--- src/rtl/cwss_pkg.sv ---
`timescale 1ns / 1ps
// ----------------------------------------------------------------------------
// Coil winder sequencer package
// Types, codes and constant tables shared by the controller and datapath.
// ----------------------------------------------------------------------------
package cwss_pkg;

    // Elapsed tick counters saturate at all ones.
    localparam int ELAPSED_W = 17;
    localparam logic [ELAPSED_W-1:0] ELAPSED_MAX = '1;

    // Traverse interval division: 20-bit dividend, 8-bit divisor.
    localparam int QUO_W = 20;
    localparam int DVS_W = 8;
    localparam int CNT_W = 5;
    localparam logic [CNT_W-1:0] DIV_LAST_CNT = CNT_W'(QUO_W - 1);

    // Request codes.
    localparam logic REQ_START = 1'b0;
    localparam logic REQ_TICK  = 1'b1;

    // Configuration register indexes.
    localparam logic [1:0] CFG_STEPS_PER_TURN  = 2'd0;
    localparam logic [1:0] CFG_TURNS_PER_LAYER = 2'd1;
    localparam logic [1:0] CFG_LAYER_COUNT     = 2'd2;
    localparam logic [1:0] CFG_WIRE_THICKNESS  = 2'd3;

    // Coil patterns: two-phase winding, one-phase traverse both ways.
    localparam logic [3:0] WIND_TAB      [4] = '{4'h3, 4'h6, 4'hC, 4'h9};
    localparam logic [3:0] TRAV_FWD_TAB  [4] = '{4'h1, 4'h2, 4'h4, 4'h8};
    localparam logic [3:0] TRAV_BACK_TAB [4] = '{4'h8, 4'h4, 4'h2, 4'h1};

    // Winding interval 100 / speed, with speed zero read as one.
    localparam logic [6:0] WIND_IV_TAB [32] = '{
        7'd100, 7'd100, 7'd50, 7'd33, 7'd25, 7'd20, 7'd16, 7'd14,
        7'd12,  7'd11,  7'd10, 7'd9,  7'd8,  7'd7,  7'd7,  7'd6,
        7'd6,   7'd5,   7'd5,  7'd5,  7'd5,  7'd4,  7'd4,  7'd4,
        7'd4,   7'd4,   7'd3,  7'd3,  7'd3,  7'd3,  7'd3,  7'd3
    };

    // Traverse divisor thickness * 100 / 38, with zero forced to one.
    localparam logic [7:0] STEP_NO_TAB [64] = '{
        8'd1,   8'd2,   8'd5,   8'd7,   8'd10,  8'd13,  8'd15,  8'd18,
        8'd21,  8'd23,  8'd26,  8'd28,  8'd31,  8'd34,  8'd36,  8'd39,
        8'd42,  8'd44,  8'd47,  8'd50,  8'd52,  8'd55,  8'd57,  8'd60,
        8'd63,  8'd65,  8'd68,  8'd71,  8'd73,  8'd76,  8'd78,  8'd81,
        8'd84,  8'd86,  8'd89,  8'd92,  8'd94,  8'd97,  8'd100, 8'd102,
        8'd105, 8'd107, 8'd110, 8'd113, 8'd115, 8'd118, 8'd121, 8'd123,
        8'd126, 8'd128, 8'd131, 8'd134, 8'd136, 8'd139, 8'd142, 8'd144,
        8'd147, 8'd150, 8'd152, 8'd155, 8'd157, 8'd160, 8'd163, 8'd165
    };

    // Controller states.
    typedef enum logic [1:0] {
        ST_IDLE,
        ST_PREP,
        ST_DIV,
        ST_APPLY
    } cwss_state_t;

    // Commands from controller to datapath.
    typedef struct packed {
        logic capture;
        logic prep;
        logic div_step;
        logic apply;
    } cwss_cmd_t;

    // Status from datapath to controller.
    typedef struct packed {
        logic is_start;
        logic div_last;
    } cwss_sts_t;

endpackage

--- src/rtl/cwss_ctrl.sv ---
`timescale 1ns / 1ps
// ----------------------------------------------------------------------------
// Coil winder sequencer controller
// Sequences capture, interval division and state update, and owns both
// handshakes.
// ----------------------------------------------------------------------------
module cwss_ctrl (
    input  logic                clk,
    input  logic                rst_n,
    input  logic                in_valid,
    output logic                in_ready,
    output logic                out_valid,
    input  logic                out_ready,
    input  cwss_pkg::cwss_sts_t sts,
    output cwss_pkg::cwss_cmd_t cmd
);
    import cwss_pkg::*;

    cwss_state_t state_reg;
    cwss_state_t state_next;
    logic        out_valid_reg;
    logic        out_valid_next;

    // State and output-valid registers.
    always_ff @(posedge clk or negedge rst_n)
    begin
        if (!rst_n)
        begin
            state_reg     <= ST_IDLE;
            out_valid_reg <= 1'b0;
        end
        else
        begin
            state_reg     <= state_next;
            out_valid_reg <= out_valid_next;
        end
    end

    // Next state and commands.
    always_comb
    begin
        state_next = state_reg;
        cmd        = '0;
        in_ready   = 1'b0;
        case (state_reg)
            ST_IDLE:
            begin
                in_ready = 1'b1;
                if (in_valid)
                begin
                    cmd.capture = 1'b1;
                    state_next  = ST_PREP;
                end
            end
            ST_PREP:
            begin
                if (sts.is_start)
                begin
                    state_next = ST_APPLY;
                end
                else
                begin
                    cmd.prep   = 1'b1;
                    state_next = ST_DIV;
                end
            end
            ST_DIV:
            begin
                cmd.div_step = 1'b1;
                if (sts.div_last)
                begin
                    state_next = ST_APPLY;
                end
            end
            ST_APPLY:
            begin
                // The result register must be free before state moves on.
                if (!out_valid_reg || out_ready)
                begin
                    cmd.apply  = 1'b1;
                    state_next = ST_IDLE;
                end
            end
            default:
            begin
                state_next = ST_IDLE;
            end
        endcase
    end

    // A result stays valid until its transfer.
    always_comb
    begin
        out_valid_next = out_valid_reg;
        if (cmd.apply)
        begin
            out_valid_next = 1'b1;
        end
        else if (out_ready)
        begin
            out_valid_next = 1'b0;
        end
    end

    assign out_valid = out_valid_reg;

endmodule

--- src/rtl/cwss_datapath.sv ---
`timescale 1ns / 1ps
// ----------------------------------------------------------------------------
// Coil winder sequencer datapath
// Configuration, run counters, motor phases, and the traverse interval
// divider that retires one quotient bit per cycle.
// ----------------------------------------------------------------------------
module cwss_datapath (
    input  logic                clk,
    input  logic                rst_n,
    input  cwss_pkg::cwss_cmd_t cmd,
    output cwss_pkg::cwss_sts_t sts,
    input  logic                cfg_we,
    input  logic [1:0]          cfg_index,
    input  logic [7:0]          cfg_data,
    input  logic                req_type,
    input  logic [4:0]          speed_setting,
    output logic [3:0]          coil_a,
    output logic [3:0]          coil_b,
    output logic [7:0]          steps_left,
    output logic [6:0]          turns_left,
    output logic [4:0]          layers_left,
    output logic                traverse_reverse,
    output logic                done_res,
    output logic                busy_res
);
    import cwss_pkg::*;

    // Configuration registers.
    logic [7:0] spt_reg;
    logic [6:0] tpl_reg;
    logic [4:0] lc_reg;
    logic [5:0] wire_reg;

    // Captured input item.
    logic       req_reg;
    logic [4:0] speed_reg;

    // Divider.
    logic [QUO_W-1:0] quo_reg;
    logic [QUO_W-1:0] quo_next;
    logic [DVS_W-1:0] rem_reg;
    logic [DVS_W-1:0] rem_next;
    logic [DVS_W-1:0] dvs_reg;
    logic [CNT_W-1:0] cnt_reg;
    logic [6:0]       wiv_reg;
    logic [DVS_W:0]   trial;
    logic [DVS_W:0]   diff;
    logic [6:0]       wiv_lookup;
    logic [13:0]      prod;
    logic [QUO_W-1:0] dividend;

    // Run state.
    logic                 run_reg,  run_next;
    logic [7:0]           sc_reg,   sc_next;
    logic [6:0]           tc_reg,   tc_next;
    logic [4:0]           ll_reg,   ll_next;
    logic                 rd_reg,   rd_next;
    logic [1:0]           wph_reg,  wph_next;
    logic [1:0]           tph_reg,  tph_next;
    logic [ELAPSED_W-1:0] we_reg,   we_next;
    logic [ELAPSED_W-1:0] te_reg,   te_next;
    logic [3:0]           wpat_reg, wpat_next;
    logic [3:0]           tpat_reg, tpat_next;
    logic                 done_reg, done_next;

    // Configuration writes.
    always_ff @(posedge clk or negedge rst_n)
    begin
        if (!rst_n)
        begin
            spt_reg  <= 8'd60;
            tpl_reg  <= 7'd4;
            lc_reg   <= 5'd1;
            wire_reg <= 6'd2;
        end
        else if (cfg_we)
        begin
            case (cfg_index)
                CFG_STEPS_PER_TURN:  spt_reg  <= cfg_data;
                CFG_TURNS_PER_LAYER: tpl_reg  <= cfg_data[6:0];
                CFG_LAYER_COUNT:     lc_reg   <= cfg_data[4:0];
                CFG_WIRE_THICKNESS:  wire_reg <= cfg_data[5:0];
                default:             spt_reg  <= spt_reg;
            endcase
        end
    end

    // Input capture.
    always_ff @(posedge clk)
    begin
        if (cmd.capture)
        begin
            req_reg   <= req_type;
            speed_reg <= speed_setting;
        end
    end

    // Dividend 60 * turns * winding interval; times 60 as two shifts.
    assign wiv_lookup = WIND_IV_TAB[speed_reg];
    assign prod       = 14'(tpl_reg) * 14'(wiv_lookup);
    assign dividend   = {prod, 6'b0} - {4'b0, prod, 2'b0};

    // One restoring division step.
    assign trial = {rem_reg, quo_reg[QUO_W-1]};
    assign diff  = trial - {1'b0, dvs_reg};

    always_comb
    begin
        if (!diff[DVS_W])
        begin
            rem_next = diff[DVS_W-1:0];
            quo_next = {quo_reg[QUO_W-2:0], 1'b1};
        end
        else
        begin
            rem_next = trial[DVS_W-1:0];
            quo_next = {quo_reg[QUO_W-2:0], 1'b0};
        end
    end

    always_ff @(posedge clk)
    begin
        if (cmd.prep)
        begin
            quo_reg <= dividend;
            rem_reg <= '0;
            dvs_reg <= STEP_NO_TAB[wire_reg];
            cnt_reg <= DIV_LAST_CNT;
            wiv_reg <= wiv_lookup;
        end
        else if (cmd.div_step)
        begin
            quo_reg <= quo_next;
            rem_reg <= rem_next;
            cnt_reg <= cnt_reg - 1'b1;
        end
    end

    assign sts.is_start = (req_reg == REQ_START);
    assign sts.div_last = (cnt_reg == '0);

    // Item update: start loads the run, tick advances both motors while a run is in progress.
    always_comb
    begin
        run_next  = run_reg;
        sc_next   = sc_reg;
        tc_next   = tc_reg;
        ll_next   = ll_reg;
        rd_next   = rd_reg;
        wph_next  = wph_reg;
        tph_next  = tph_reg;
        we_next   = we_reg;
        te_next   = te_reg;
        wpat_next = wpat_reg;
        tpat_next = tpat_reg;
        done_next = 1'b0;
        if (req_reg == REQ_START)
        begin
            run_next = 1'b1;
            sc_next  = spt_reg;
            tc_next  = tpl_reg;
            ll_next  = lc_reg;
            rd_next  = 1'b1;
            we_next  = ELAPSED_MAX;
            te_next  = ELAPSED_MAX;
        end
        else if (run_reg)
        begin
            // Turn and layer bookkeeping.
            if (sc_next == '0)
            begin
                sc_next = spt_reg;
                tc_next = (tc_next != '0) ? tc_next - 1'b1 : tc_next;
            end
            if (tc_next == '0)
            begin
                ll_next = (ll_next != '0) ? ll_next - 1'b1 : ll_next;
                tc_next = tpl_reg;
                rd_next = ~rd_next;
            end

            // Winding motor.
            if (ll_next != '0)
            begin
                if (we_next != ELAPSED_MAX)
                begin
                    we_next = we_next + 1'b1;
                end
                if (we_next >= {{(ELAPSED_W-7){1'b0}}, wiv_reg})
                begin
                    we_next   = '0;
                    sc_next   = (sc_next != '0) ? sc_next - 1'b1 : sc_next;
                    wph_next  = wph_next + 1'b1;
                    wpat_next = WIND_TAB[wph_next];
                end
            end
            else
            begin
                done_next = 1'b1;
            end

            // Traverse motor.
            if (te_next != ELAPSED_MAX)
            begin
                te_next = te_next + 1'b1;
            end
            if ({{(QUO_W-ELAPSED_W){1'b0}}, te_next} >= quo_reg)
            begin
                te_next   = '0;
                tph_next  = tph_next + 1'b1;
                tpat_next = rd_next ? TRAV_BACK_TAB[tph_next] : TRAV_FWD_TAB[tph_next];
            end

            // End of run switches both motors off.
            if (done_next)
            begin
                run_next  = 1'b0;
                wpat_next = '0;
                tpat_next = '0;
            end
        end
    end

    always_ff @(posedge clk or negedge rst_n)
    begin
        if (!rst_n)
        begin
            run_reg  <= 1'b0;
            sc_reg   <= 8'd60;
            tc_reg   <= '0;
            ll_reg   <= '0;
            rd_reg   <= 1'b1;
            wph_reg  <= 2'd3;
            tph_reg  <= 2'd3;
            we_reg   <= ELAPSED_MAX;
            te_reg   <= ELAPSED_MAX;
            wpat_reg <= '0;
            tpat_reg <= '0;
            done_reg <= 1'b0;
        end
        else if (cmd.apply)
        begin
            run_reg  <= run_next;
            sc_reg   <= sc_next;
            tc_reg   <= tc_next;
            ll_reg   <= ll_next;
            rd_reg   <= rd_next;
            wph_reg  <= wph_next;
            tph_reg  <= tph_next;
            we_reg   <= we_next;
            te_reg   <= te_next;
            wpat_reg <= wpat_next;
            tpat_reg <= tpat_next;
            done_reg <= done_next;
        end
    end

    // State holds while the result is pending, so it drives the result.
    assign coil_a           = wpat_reg;
    assign coil_b           = tpat_reg;
    assign steps_left       = sc_reg;
    assign turns_left       = tc_reg;
    assign layers_left      = ll_reg;
    assign traverse_reverse = rd_reg;
    assign done_res         = done_reg;
    assign busy_res         = run_reg;

endmodule

--- src/rtl/coil_winder_stepper_sequencer_core.sv ---
`timescale 1ns / 1ps
// A start result is registered by the state update after capture; a tick result waits for
// the 20-step traverse interval divider in the datapath first. Items are taken one at a time:
// the next item is accepted only after the previous one has updated the state.
// A new item is taken while the previous result still waits for its transfer.
// Reset (rst_n, asynchronous, active low) restores default registers and idles the run.
// ----------------------------------------------------------------------------
// Coil winder stepper sequencer
// Winding and traverse stepper sequencing for a coil winder, one result per item.
// ----------------------------------------------------------------------------
module coil_winder_stepper_sequencer_core (
    input  logic       clk,
    input  logic       rst_n,
    input  logic       cfg_we,
    input  logic [1:0] cfg_index,
    input  logic [7:0] cfg_data,
    input  logic       in_valid,
    output logic       in_ready,
    input  logic       req_type,
    input  logic [4:0] speed_setting,
    output logic       out_valid,
    input  logic       out_ready,
    output logic [3:0] coil_a,
    output logic [3:0] coil_b,
    output logic [7:0] steps_left,
    output logic [6:0] turns_left,
    output logic [4:0] layers_left,
    output logic       traverse_reverse,
    output logic       done_res,
    output logic       busy_res
);
    import cwss_pkg::*;

    cwss_cmd_t cmd;
    cwss_sts_t sts;

    // Sequencing and handshakes.
    cwss_ctrl u_ctrl (
        .clk       (clk),
        .rst_n     (rst_n),
        .in_valid  (in_valid),
        .in_ready  (in_ready),
        .out_valid (out_valid),
        .out_ready (out_ready),
        .sts       (sts),
        .cmd       (cmd)
    );

    // Counters, phases and divider.
    cwss_datapath u_datapath (
        .clk              (clk),
        .rst_n            (rst_n),
        .cmd              (cmd),
        .sts              (sts),
        .cfg_we           (cfg_we),
        .cfg_index        (cfg_index),
        .cfg_data         (cfg_data),
        .req_type         (req_type),
        .speed_setting    (speed_setting),
        .coil_a           (coil_a),
        .coil_b           (coil_b),
        .steps_left       (steps_left),
        .turns_left       (turns_left),
        .layers_left      (layers_left),
        .traverse_reverse (traverse_reverse),
        .done_res         (done_res),
        .busy_res         (busy_res)
    );

endmodule

--- config.mk ---
export PLATFORM = sky130hd
export DESIGN_NAME = coil_winder_stepper_sequencer_core
export DESIGN_NICKNAME = d
export VERILOG_FILES = /design/src/rtl/cwss_pkg.sv /design/src/rtl/cwss_ctrl.sv /design/src/rtl/cwss_datapath.sv /design/src/rtl/coil_winder_stepper_sequencer_core.sv
export SDC_FILE = /design/constraint.sdc
export NUM_CORES = 1
export LEC_CHECK = 0
export BUFFER_PORTS_ARGS = -buffer_cell sky130_fd_sc_hd__clkbuf_2
export CAP_MARGIN = 10
export CORE_UTILIZATION = 34
export CTS_CLUSTER_DIAMETER = 30
export DETAILED_ROUTE_END_ITERATION = 16
export GPL_TIMING_DRIVEN = 0
export SLEW_MARGIN = 20
export SYNTH_ARGS = -nofsm -noshare
export SYNTH_HDL_FRONTEND = slang
export SYNTH_SLANG_ARGS = --single-unit
--- constraint.sdc ---
create_clock -name clk -period 22.2 [get_ports clk]
set_input_delay 1.11 -clock clk [delete_from_list [all_inputs] [get_ports clk]]
set_output_delay 1.11 -clock clk [all_outputs]
set_load 0.02 [all_outputs]
==> results.txt <==
Setup violations remaining at the end of the flow were counted as 0. Synthesis handed over a netlist of 1,265 instances. The overall track demand over capacity in global routing was 17.54%; the minimum setup slack after placement was 14.58 ns.

The initial antenna violation count is 0, and the count of antenna diodes in the layout is 0. The area growth from synthesis to layout is 12.63%. The count of cells resized by post-cts repair was 0. Based on the critical path, the design can be clocked at up to 130.6 MHz. Routability-driven placement finished with a final weighted congestion of 0.8826. The endpoint kind of the worst setup timing path was a flip-flop. The final layout contains routed wiring with a total length of 29,650 um.

In this run the worst setup path terminates at u_datapath.quo_reg[19]$_DFFE_PP_. The proportion of total power due to net switching was 46.94%. Along the worst path, the maximum fanout reaches 7. The number of global-route vias before repair was 9,309. 54 I/O pins were placed. In this run the clock root is driven by a clkbuf_16. The logs give 152 for the sink count of the clock tree and 22,880 um for the HPWL after detailed placement. The logs give 0 for the final-report hold violation count and 0 for the remaining global-route overflow. Cells with a size suffix above 1 make up 15.46% of the layout.

The average cell area after synthesis came out at 9.242 um2. Remaining number of nets flagged by the antenna check after routing: 0. The cell leakage power is 5.720 nW, and the floorplan core area is 33,700 um2. The number of buffers added to fix hold violations after cts is 0. After clock tree synthesis, the clock-pin slew on the worst setup and hold paths is 0.07 ns. Across all setup checks in the final design, the least slack found is 14.55 ns. The critical path in this run is classified as reg2reg. Including well taps, the total number of placed cells is 1,768.

Final hold analysis gives a worst-case slack of 0.4797 ns. Part of the cycle the worst path needs: 34.48%. The register with the most flip-flops in the layout has 20 of them. The startpoint identified for the worst register-to-register timing path is u_datapath.speed_reg[1]$_DFFE_PP_. For this run, the register share of the synthesized area comes to 34.27%.

In the final routed layout, each cell accounts on average for 16.47 um. The critical path's largest stage delay came out at 0.56 ns. Top flip-flop cell by instance count after synthesis: dfstp_2. Post-layout net count: 1,486. The count of flip-flops with a built-in enable after synthesis is 41, and the sequential share of power is 24.3%. The utilization after layout was 39.07%. The run gives 0 as the post-CTS repair timing setup buffer count. The worst-case IR drop observed on VDD is 0.00009107 V.

The die boundary width works out to 187.4 um. The tools report the final routed DRC violation total as 0. The logs give 9,520 for the count of vias placed by the detailed router and 1,412 for the synthesized netlist net count.

Dividing the detail-routed via count by the number of cells gives 5.289. Measured against its own limit, the worst slew margin works out to 37.43%. The instance area after placement was 12,580 um2. The logs give 4 for the deepest level of the CTS H-tree and 0.009027 ns for the final clock skew.

STA classifies the critical path startpoint as a flip-flop. The tools report the count of yosys warnings during synthesis as 0. The tools report the floorplan row count as 67. The largest net degree at the start of global routing is 90. After filler insertion, the fill cell instance count of the layout stands at 3,410. The internal power of the cells totals 1.212 mW.

The mapped netlist covers 11,690 um2. The number of search-and-repair iterations in the first detailed-routing pass was 5; the register-to-register path setup slack was 14.55 ns. The die outline area was 35,130 um2; the async set or reset register ratio after synthesis was 64.47%. The max-cap violation count came out at 0.

In this run the vertical extent of the chip is 187.4 um. The first-iteration detailed-routing DRC count is 677, and the final sum of negative setup slack is 0 ns. Number of max-slew violations in the final report: 0. In this run the worst setup path begins at u_datapath.speed_reg[1]$_DFFE_PP_. The count of cells in the finished layout, fillers not included, comes to 1,800. The synthesized design contains 152 register bits.

Required time of the worst setup path: 22.38 ns. On the critical path, the stage with the largest delay is an instance of a21oi_1. The starting utilization of the core area was 34.69%; the clock period minus worst slack was 7.654 ns. Counting stages on the worst path, the most repeated cell is inv_1. For the worst-skew pair, the clock arrives at the later sink with an insertion delay of 0.45 ns.

Buffers inserted during clock tree synthesis total 17. The switching power came out at 1.072 mW. Endpoint of the worst-slack reg-to-reg timing path: u_datapath.quo_reg[19]$_DFFE_PP_. Power density over the cells: 173.5 nW/um2.

The clock network accounts for 12.6% of the total power. The first global-routing pass estimated 49,120 um of wire. TritonCTS built the clock tree. The worst register-to-register path has a depth of 29. Class of the worst hold path: reg2reg. The count of buffers from port buffering came out at 53. The synthesized netlist contains 84 unique library cells. The worst-margin pin slew is 0.9314 ns, and the combinational share of power is 63.1%. The worst hold path was traced through 2 stages. Counting along the longest clock path gives a buffer depth of 2. Setup repair after global routing left no endpoint under its margin.

The run finished with clean final reports. The total non-filler cell area in the finished layout was 13,170 um2; the total power draw was 2.284 mW. At the worst endpoint, the arrival time is 7.83 ns.
-- worst max-delay path, delay by kind of cell, from the launching register on --
family,cells,cell delay (ns)
adders and majority gates,7,3.09
AOI/OAI and AO/OA,9,2.19
and+or+nand+nor,5,0.64
xor gates and xnor gates,2,0.52
DFF,1,0.50
buffers and inverters,6,0.45
-- synthesized netlist by cell type (all sizes together), types with 4 or more instances --
| master | instances | share of area [%] |
|---|---|---|
| dfstp | 50 | 11 |
| nor2 | 72 | 2.4 |
| o31ai | 17 | 1.1 |
| dfxtp | 13 | 2.2 |
| fa | 25 | 4.3 |
| nand3 | 27 | 1.2 |
| a22o | 4 | 0.30 |
| o2111ai | 4 | 0.30 |
| and2 | 51 | 2.8 |
| a211o | 4 | 0.30 |
| or2 | 5 | 0.27 |
| nor2b | 19 | 1.0 |
| ha | 101 | 11 |
| o21ai | 100 | 4.3 |
| nand4 | 15 | 0.80 |
| or3 | 7 | 0.37 |
| nor4 | 7 | 0.68 |
| clkbuf | 39 | 1.3 |
| nor3b | 5 | 0.32 |
| inv | 97 | 3.1 |
| edfxtp | 41 | 11 |
| a221o | 8 | 0.68 |
| and4 | 6 | 0.45 |
| o311ai | 4 | 0.51 |
| a21oi | 84 | 3.7 |
| and3 | 13 | 0.70 |
| mux2 | 35 | 3.4 |
| a211oi | 11 | 0.75 |
| xor2 | 33 | 2.5 |
| a31oi | 7 | 0.37 |
| a21o | 13 | 0.83 |
| a22oi | 9 | 0.58 |
| xnor2 | 34 | 2.5 |
| o211ai | 7 | 0.45 |
| nor3 | 27 | 1.3 |
| mux2i | 18 | 1.5 |
| a2bb2oi | 4 | 0.30 |
| nand2b | 14 | 0.75 |
| dfrtp | 48 | 10 |
| nand2 | 130 | 4.2 |
-- power groups by stage --
stage                     sequential (mW)  clock [mW]  combinational, mW
after floorplan                     0.547           0               1.11
after global placement              0.554           0               1.42
after detailed placement            0.558           0               1.44
after CTS                           0.554       0.295               1.45
after global routing                0.571       0.307               1.64
final                               0.554       0.288               1.44
-- kinds of logic after synthesis --
group	Yosys count	share of synthesized area (%)
buffers and inverters	139	4.613
adders and majority gates	127	15.18
muxes	55	5.330
DFF	152	34.27
AOI/OAI and AO/OA	317	17.70
and+or+nand+nor	408	17.89
xor gates and xnor gates	67	5.019
-- cell type report --
cell class / instances / area [um2] / share of cell area [%]
well taps: 448 / 560.5 / 4.257
inverters: 97 / 364.1 / 2.765
clock buffers: 19 / 475.5 / 3.611
clock inverters: 13 / 107.6 / 0.8172
repair buffers: 55 / 306.5 / 2.328
flip-flops and latches: 152 / 4006 / 30.43
plain buffers: 42 / 176.4 / 1.340
multi-input cells: 974 / 7171 / 54.46
-- cell usage in the layout, fill, tap and decap left out, types with 38 or more instances in the layout --
master | netlist | routed
dfrtp_1 | 48 | 48
nand2_1 | 129 | 129
inv_1 | 97 | 97
nor2_1 | 70 | 70
dfstp_2 | 50 | 50
o21ai_0 | 95 | 95
clkbuf_2 | 0 | 53
clkbuf_1 | 39 | 38
and2_1 | 50 | 50
edfxtp_1 | 41 | 41
a21oi_1 | 83 | 83
ha_1 | 101 | 101
-- worst min path at each step --
stage,from,end
floorplan,u_datapath.we_reg[15]$_DFFE_PN1P_,u_datapath.we_reg[15]$_DFFE_PN1P_
global placement,u_datapath.we_reg[15]$_DFFE_PN1P_,u_datapath.we_reg[15]$_DFFE_PN1P_
detailed placement,u_datapath.we_reg[15]$_DFFE_PN1P_,u_datapath.we_reg[15]$_DFFE_PN1P_
CTS,u_datapath.we_reg[15]$_DFFE_PN1P_,u_datapath.we_reg[15]$_DFFE_PN1P_
global route,rst_n,u_ctrl.state_reg[1]$_DFFE_PN0P_
finish,u_datapath.we_reg[15]$_DFFE_PN1P_,u_datapath.we_reg[15]$_DFFE_PN1P_
-- routing by layer --
| layer | vias up | part of all wire, % | global-route usage, % |
|---|---|---|---|
| li1 | 4682 | - | - |
| met1 | 4581 | 48 | 24.30 |
| met2 | 218 | 45 | 27.68 |
| met3 | 39 | 4.9 | 3.096 |
| met4 | 0 | 1.7 | 5.535 |
| met5 | - | 0 | 0 |
Power figures use the tool's default switching activity.
